<file path="config.mk">
export PLATFORM = sky130hd
export DESIGN_NAME = pcg32_random_generator
export DESIGN_NICKNAME = d
export VERILOG_FILES = /design/src/rtl/pcg32_pkg.sv /design/src/rtl/pcg32_random_generator.sv
export SDC_FILE = /design/constraint.sdc
export NUM_CORES = 1
export LEC_CHECK = 0
export BUFFER_PORTS_ARGS = -buffer_cell sky130_fd_sc_hd__buf_2
export CAP_MARGIN = 10
export CORE_UTILIZATION = 25
export CTS_CLUSTER_DIAMETER = 50
export DETAILED_ROUTE_END_ITERATION = 10
export GPL_ROUTABILITY_DRIVEN = 0
export MAX_ROUTING_LAYER = met4
export SYNTH_ARGS = -nofsm -noshare
export SYNTH_HDL_FRONTEND = slang
export SYNTH_SLANG_ARGS = --single-unit
</file>
<file path="constraint.sdc">
create_clock -name clk -period 19.65 [get_ports clk]
set_input_delay 2.9475 -clock clk [delete_from_list [all_inputs] [get_ports clk]]
set_output_delay 2.9475 -clock clk [all_outputs]
set_load 0.03 [all_outputs]
</file>
<file path="src/rtl/pcg32_pkg.sv">
`default_nettype none
package pcg32_pkg;

  localparam int STATE_W = 64;
  localparam int WORD_W  = 32;
  localparam int STEP_W  = $clog2(STATE_W);
  localparam int ROT_W   = $clog2(WORD_W);

  localparam logic [STATE_W-1:0] LCG_MULT   = 64'd6364136223846793005;
  localparam logic [STATE_W-1:0] STATE_INIT = 64'h853c49e6748fea9b;
  localparam logic [STATE_W-1:0] INC_INIT   = 64'hda3e39cb94b95bdb;
  localparam logic [WORD_W-1:0]  MASK_INIT  = 32'h7fffffff;

  // XSH-RR taps
  localparam int XSH_SHIFT = 18;
  localparam int XSH_LOW   = 27;
  localparam int ROT_LOW   = 59;

  localparam int CFG_IDX_W = 2;
  localparam logic [CFG_IDX_W-1:0] REG_SEED = 2'd0;
  localparam logic [CFG_IDX_W-1:0] REG_MASK = 2'd1;

  typedef enum logic [1:0] {
    MODE_RAW    = 2'd0,
    MODE_MASKED = 2'd1,
    MODE_RANGED = 2'd2,
    MODE_RESEED = 2'd3
  } mode_t;

  typedef enum logic [2:0] {
    ST_IDLE = 3'b001,
    ST_RUN  = 3'b010,
    ST_DONE = 3'b100
  } fsm_t;

  // Xorshift-high then rotate right by the top five state bits.
  function automatic logic [WORD_W-1:0] permute(input logic [STATE_W-1:0] s);
    logic [STATE_W-1:0] x;
    logic [WORD_W-1:0]  mixed;
    logic [ROT_W-1:0]   amount;
    x      = s ^ (s >> XSH_SHIFT);
    mixed  = x[XSH_LOW +: WORD_W];
    amount = s[ROT_LOW +: ROT_W];
    permute = (mixed >> amount) | (mixed << (ROT_W'(0) - amount));
  endfunction

endpackage
`default_nettype wire

</file>
<file path="src/rtl/pcg32_random_generator.sv">
// Channel   | Handshake            | Payload
// ----------+----------------------+--------------------------------------
// request   | req_valid / req_stall| mode, range_low, range_high
// result    | res_valid / res_stall| value
// config    | cfg_valid / cfg_ready| cfg_index, cfg_data
//
// After a request is taken, the LCG advances bit-serially, one multiplier bit per
// step through a 64-bit shift-add, with the 32-step restoring modulo running in
// the first half of the advance; a done step then forms the result. The next
// request is taken only once the block is back in idle, never while one is in work.
// Reset is synchronous and active high; it restores state, increment and registers.
// A stalled result holds its slot; the next request parks in its final step.
`default_nettype none
module pcg32_random_generator (
  input  wire logic               clk,
  input  wire logic               rst,
  input  wire logic               req_valid,
  output logic                    req_stall,
  input  wire logic [1:0]         mode,
  input  wire logic signed [31:0] range_low,
  input  wire logic signed [31:0] range_high,
  output logic                    res_valid,
  input  wire logic               res_stall,
  output logic [31:0]             value,
  input  wire logic               cfg_valid,
  output logic                    cfg_ready,
  input  wire logic [pcg32_pkg::CFG_IDX_W-1:0] cfg_index,
  input  wire logic [31:0]        cfg_data
);

  localparam int SW = pcg32_pkg::STATE_W;
  localparam int WW = pcg32_pkg::WORD_W;
  localparam int NW = pcg32_pkg::STEP_W;

  pcg32_pkg::fsm_t  fsm;
  pcg32_pkg::mode_t mode_q;

  logic [SW-1:0] lcg_state;     // shifts right; product bits enter at the top
  logic [SW-1:0] lcg_increment;
  logic [SW-1:0] acc;           // running partial sum of the multiply
  logic [NW-1:0] cnt;
  logic [WW-1:0] seed_value;
  logic [WW-1:0] rand_mask;
  logic [WW-1:0] raw;           // rotates left during the modulo, back intact after
  logic [WW-1:0] rem;
  logic [WW-1:0] span;
  logic [WW-1:0] low_q;

  logic [SW:0]   mul_sum;
  logic [WW:0]   div_trial;
  logic [WW:0]   div_diff;
  logic [WW-1:0] rem_next;
  logic [SW-1:0] seed_inc;
  logic [WW-1:0] result;
  logic          slot_free;
  logic          accept;

  assign req_stall = rst | (fsm != pcg32_pkg::ST_IDLE);
  assign cfg_ready = ~rst;
  assign accept    = req_valid & ~req_stall;
  assign slot_free = ~res_valid | ~res_stall;

  // Reseed increment: (seed << 1) | 1
  assign seed_inc = {{(SW-WW-1){1'b0}}, seed_value, 1'b1};

  // One multiplier bit per cycle; the lowest bit of the sum is final.
  assign mul_sum = {1'b0, acc} + (lcg_state[0] ? {1'b0, pcg32_pkg::LCG_MULT} : '0);

  // Restoring modulo step. A zero span subtracts nothing, so rem ends as raw,
  // which is exactly the full-range case.
  assign div_trial = {rem, raw[WW-1]};
  assign div_diff  = div_trial - {1'b0, span};
  assign rem_next  = div_diff[WW] ? div_trial[WW-1:0] : div_diff[WW-1:0];

  always_comb begin
    case (mode_q)
      pcg32_pkg::MODE_RAW:    result = raw;
      pcg32_pkg::MODE_MASKED: result = raw & rand_mask;
      pcg32_pkg::MODE_RANGED: result = rem + low_q;
      default:                result = '0;
    endcase
  end

  always_ff @(posedge clk) begin
    if (rst) begin
      fsm           <= pcg32_pkg::ST_IDLE;
      res_valid     <= 1'b0;
      lcg_state     <= pcg32_pkg::STATE_INIT;
      lcg_increment <= pcg32_pkg::INC_INIT;
      seed_value    <= '0;
      rand_mask     <= pcg32_pkg::MASK_INIT;
      cnt           <= '0;
    end else begin
      // configuration writes; indexes past the list are dropped
      if (cfg_valid && cfg_ready) begin
        if (cfg_index == pcg32_pkg::REG_SEED) seed_value <= cfg_data;
        if (cfg_index == pcg32_pkg::REG_MASK) rand_mask  <= cfg_data;
      end

      // drop a taken result; the done step refills the slot on its own
      if (res_valid && !res_stall && fsm != pcg32_pkg::ST_DONE) res_valid <= 1'b0;

      case (fsm)
        pcg32_pkg::ST_IDLE: begin
          if (accept) begin
            mode_q <= pcg32_pkg::mode_t'(mode);
            low_q  <= $unsigned(range_low);
            span   <= $unsigned(range_high) - $unsigned(range_low) + WW'(1);
            raw    <= pcg32_pkg::permute(lcg_state);
            rem    <= '0;
            cnt    <= '0;
            if (pcg32_pkg::mode_t'(mode) == pcg32_pkg::MODE_RESEED) begin
              // first advance from zero state yields the increment itself
              lcg_increment <= seed_inc;
              lcg_state     <= seed_inc + {{(SW-WW){1'b0}}, seed_value};
              acc           <= seed_inc;
            end else begin
              acc <= lcg_increment;
            end
            fsm <= pcg32_pkg::ST_RUN;
          end
        end
        pcg32_pkg::ST_RUN: begin
          lcg_state <= {mul_sum[0], lcg_state[SW-1:1]};
          acc       <= mul_sum[SW:1];
          if (!cnt[NW-1]) begin
            rem <= rem_next;
            raw <= {raw[WW-2:0], raw[WW-1]};
          end
          cnt <= cnt + NW'(1);
          if (cnt == NW'(SW-1)) fsm <= pcg32_pkg::ST_DONE;
        end
        pcg32_pkg::ST_DONE: begin
          // hold until the result register can take the new value
          if (slot_free) begin
            value     <= result;
            res_valid <= 1'b1;
            fsm       <= pcg32_pkg::ST_IDLE;
          end
        end
        default: fsm <= pcg32_pkg::ST_IDLE;
      endcase
    end
  end

endmodule
`default_nettype wire

</file>
[Word level (Yosys, flattened, before mapping)]
Index checks and enable logic that the tools add are counted.
Storage, ports and cells
  register bits after elaboration: 428
  output and inout port bits: 35
  logic and storage cells: 90
  bits of input ports: 105
Operators by class
  bitwise operators: 10
  shift operators: 2
  equality and inequality tests: 15
  reductions and logical operators: 17
  $add $sub $neg: 8
  multiplexer cells: 24
Operators with widths (number)
  64-bit two-way mux: 4
  64-bit one-hot mux with 2 select lines: 2
  32-bit two-way mux: 5
  32-bit one-hot mux with 2 select lines: 2
  32-bit one-hot mux with 3 select lines: 1
  64-bit by 63-bit adder with 65-bit output: 1
  63-bit two-way mux: 1
  59-bit by 46-bit bitwise XOR with 59-bit output: 1
  33-bit by 32-bit adder with 34-bit output: 1
  33-bit by 32-bit subtractor with 33-bit output: 1
  32-bit by 1-bit adder with 32-bit output (second input constant): 1
  32-bit adder: 1
  32-bit AND: 1
  32-bit bitwise OR: 1
  32-bit by 5-bit << shifter with 32-bit output: 1
  32-bit by 5-bit right shift with 32-bit output: 1
  32-bit subtractor: 1
  3-bit AND reduction: 5
  6-bit one-hot mux with 2 select lines: 1
  2-bit inequality test (second input constant): 5
  3-bit two-way mux: 3
  3-bit one-hot mux with 3 select lines: 1
  2-bit AND reduction: 4
  6-bit by 1-bit adder with 6-bit output (second input constant): 1
  19 further kinds: 30

[Longest topological paths before layout]
  depth after elaboration: 6
  depth in mapped cells: 16
  mapped depth without buffers: 15

[Worst setup path after synthesis]
No wires, ideal clock.
  kind: input to register
  start point: input port rst
  end point: register raw[0], enable pin
  setup slack: 11.162 ns
  stages: 4
  arrival time: 7.923 ns
  path through: clkbuf_1 clkbuf_1 clkbuf_1 nor3_1
On the way
  cells in the longest elaborated chain, start to end: 5
  elaborated cells between the ends (all ways): 6
Ends and longest elaborated chain
  start, declared: RTL line pcg32_random_generator.sv:16  | input wire logic rst,
  1-bit bitwise OR: RTL line pcg32_random_generator.sv:58  | assign req_stall = rst | (fsm != pcg32_pkg::ST_IDLE);
  1-bit NOT: RTL line pcg32_random_generator.sv:60  | assign accept = req_valid & ~req_stall;
  1-bit AND: RTL line pcg32_random_generator.sv:60
  2-bit inequality test (no line)
  4-bit AND reduction (no line) *
  end signal, assigned: RTL line pcg32_random_generator.sv:109  | raw <= pcg32_pkg::permute(lcg_state);
  end signal, assigned: RTL line pcg32_random_generator.sv:128  | raw <= {raw[WW-2:0], raw[WW-1]};
  end, declared: RTL line pcg32_random_generator.sv:44  | logic [WW-1:0] raw;
Every way passes the cells marked *; elsewhere a longest branch is shown, timed or not.
A chain may end at the register's enable or synchronous reset.

[Worst setup path in the final report]
  start point: input port rst
  end point: output port cfg_ready
On the way
  cells in the longest elaborated chain, start to end: 1
Ends and longest elaborated chain
  1-bit NOT (no line)
  end, declared: RTL line pcg32_random_generator.sv:26  | output logic cfg_ready,
Every way passes these cells.

==> impl_metrics.json <==
{
  "outcome": "complete, no violations",
  "syn_nets": 3646,
  "synth_top_area_share_pct": 23.64,
  "max_stage_delay_ps": 350,
  "numPortBuffers": 139,
  "holdCritStartpoint": "lcg_increment[63]",
  "p_leak_nw": 13.21,
  "end_kind": "output pin",
  "cts_resized": 0,
  "min_to": "lcg_increment[63]",
  "hp-class": "reg2reg",
  "clock_skew_ps": 31.32,
  "core_sq_um": 113100,
  "wl_per_cell_microns": 17.99,
  "cap_violations": 0,
  "worstPathArrival_ps": 3710,
  "ys_seq_elements": 428,
  "r2r-end": "raw[31]",
  "vias": 25100,
  "worst_pin_slew_ps": 1258,
  "clk_latency_ps": 630,
  "clock_sinks": 428,
  "synthToLayoutAreaGrowth_pct": 15.89,
  "cts_tree": "yes",
  "reg2reg_depth": 11,
  "synthFlopType": "edfxtp_1",
  "num_io_pins": 140,
  "setup_viol_count_final": 0,
  "cts_buffer_depth": 3,
  "nNetsFinal": 3688,
  "fp.dieH_microns": 340.9,
  "synth_top_cells_by_area": "edfxtp_1, dfxtp_1, ha_1, o21ai_0, nand2_1",
  "avgSynthCellArea_sq_um": 8.588,
  "grt_antenna_before_repair": 12,
  "fin_cells": 4949,
  "slew_headroom_pct": 15.39,
  "drive_gt1_share_pct": 10.87,
  "postCtsSetupRepairBufs": 0,
  "cts_buffers": 68,
  "vias_per_cell": 5.071,
  "dpl.hpwl_microns": 63900,
  "async_reset_ff_share_pct": 0,
  "hold_path_depth": 2,
  "synth_edf_count": 226,
  "htreeDepth": 3,
  "finalHoldViolCount": 0,
  "overflow": 0,
  "synth.largest_area_cell": "edfxtp_1",
  "worstSetupPathType": "in2out",
  "ir_drop_uv": 53.00,
  "die_area_sq_um": 116200,
  "r2r_slack_ps": 15260,
  "drtPass1Iterations": 6,
  "drt_iter0_drc": 2370,
  "ys_warn_count": 0,
  "rr_startpoint": "lcg_state[59]",
  "syn_inst": 3343,
  "path_cells": "buf_4 > inv_2 > buf_2",
  "required_ps": 16700,
  "synth_cell_types": 93,
  "synth_area_sq_um": 28710,
  "grt_usage_pct": 15.25,
  "rsz0062_at_grt": "no",
  "grt_pass1_wl_microns": 134800,
  "die_w_microns": 340.9,
  "timing.fmax_ghz": 0.1503,
  "fin_crit_ps": 6654,
  "place_inst": 4815,
  "num_rows": 123,
  "grt_max_degree": 169,
  "ant_nets": 0,
  "start_util_pct": 25.38,
  "tns_ps": 0,
  "path_max_fanout": 32,
  "drcViolationCount": 0,
  "clkTransAtPathRegs_ps": 50,
  "cp_slowest_cell": "buf_4",
  "power_density_nw_per_um2": 80.73,
  "cts-root-buf": "clkbuf_16",
  "wl_microns": 89040,
  "worstSetupStartpointType": "primary input",
  "drv_slew": 0,
  "grt_pass1_vias": 23180,
  "hold_buffers": 0,
  "min_period_over_period_pct": 33.86,
  "ys_seq_area_share_pct": 37.72
}
-- cells in the mapped netlist, types with 28 or more instances --
| library cell | instances |
|---|---|
| nand2_1 | 453 |
| o21ai_0 | 347 |
| a21oi_1 | 264 |
| nor2_1 | 260 |
| edfxtp_1 | 226 |
| dfxtp_1 | 202 |
| ha_1 | 194 |
| clkbuf_1 | 165 |
| inv_1 | 120 |
| xnor2_1 | 111 |
| mux2i_1 | 104 |
| nand3_1 | 102 |
| xor2_1 | 78 |
| a21o_1 | 60 |
| a31oi_1 | 49 |
| nor2b_1 | 46 |
| a211oi_1 | 44 |
| nor3_1 | 41 |
| and3_1 | 38 |
| o211ai_1 | 35 |
| o21a_1 | 29 |
| buf_1 | 28 |
-- cell families after synthesis --
logic type	count (synthesis)	synth area share, %
and+or+nand+nor	1046	16.14
AOI/OAI and AO/OA	1026	22.16
xor gates and xnor gates	189	5.766
DFF	428	37.72
adders and majority gates	198	8.734
muxes	132	5.156
buffers and inverters	324	4.323
-- critical path, delay by kind of cell --
kind | cells | cell delay [ps]
buffers and inverters | 3 | 710
-- cells in the final DEF, fill, tap and decap left out, types with 12 or more instances in the layout --
cell type / n
a2111oi_0: 14
a211oi_1: 44
a21o_1: 60
a21oi_1: 264
a221oi_1: 18
a31o_2: 12
a31oi_1: 49
and2_1: 12
and3_1: 38
buf_2: 138
buf_4: 34
clkbuf_16: 68
dfxtp_1: 200
edfxtp_1: 226
ha_1: 194
inv_1: 118
mux2_2: 16
mux2i_1: 104
nand2_1: 452
nand2b_1: 23
nand3_1: 101
nand4_1: 18
nor2_1: 257
nor2b_1: 46
nor3_1: 40
o211ai_1: 35
o21a_1: 29
o21ai_0: 347
o21bai_1: 22
o31ai_1: 22
or3_1: 12
xnor2_1: 108
xor2_1: 76
-- how the worst max path moves through the flow --
stage,to,startpoint,cells past startpoint
global placement,cfg_ready,rst,3
detailed placement,req_stall,rst,4
finish,cfg_ready,rst,3
floorplan,raw[0],rst,4
global route,req_stall,rst,4
CTS,req_stall,rst,4
-- power breakdown --
group          switching [mW]  internal [mW]  leakage, nW
logic                   0.248          0.164         8.33
registers              0.0313          0.988         3.72
clock network           0.481          0.774         1.15
-- through the flow --
| step | setup WS (ps) | cell area [sq um] | util, % | power [mW] | hold slack [ps] |
|---|---|---|---|---|---|
| 3_3_place_gp | 12990 | 30880 | 27.30 | 1.438 | 428.5 |
| 5_1_grt | 12960 | 33270 | 29.41 | 2.797 | 458.5 |
| 2_1_floorplan | 11160 | 28710 | - | 1.329 | 415.5 |
| 6_report | 13000 | 33270 | 29.42 | 2.686 | 439.7 |
| 4_1_cts | 12990 | 33250 | 29.40 | 2.709 | 442.6 |
| 3_5_place_dp | 12990 | 30880 | 27.30 | 1.443 | 433.7 |
-- layout make-up --
class	instances	area, sq um
fill	11920	79840
multi-input combinational	2591	16750
sequential	428	10830
tap	1500	1877
clock buffer	80	1790
timing repair buffer	173	965.9
clock inverter	45	575.6
inverter	123	461.7
antenna	9	22.52
-- flip-flops by register name, summed over array words and instances, names as in the netlist --
name           flops
acc               64
cnt                6
fsm                3
lcg_increment     64
lcg_state         64
low_q             32
mode_q             2
rand_mask         32
raw               32
rem               32
res_valid          1
seed_value        32
span              32
value             32
-- routing by layer --
metal  GRT usage, %  part of all wire (%)  vias to the layer above
met2          22.19                    43                      783
met4          5.970                   3.3                        0
met3          3.136                   7.7                      150
met1          20.54                    46                    11960
li1               -                     -                    12200
met5              -                     0                        -
(Power assumes the default switching activity.)
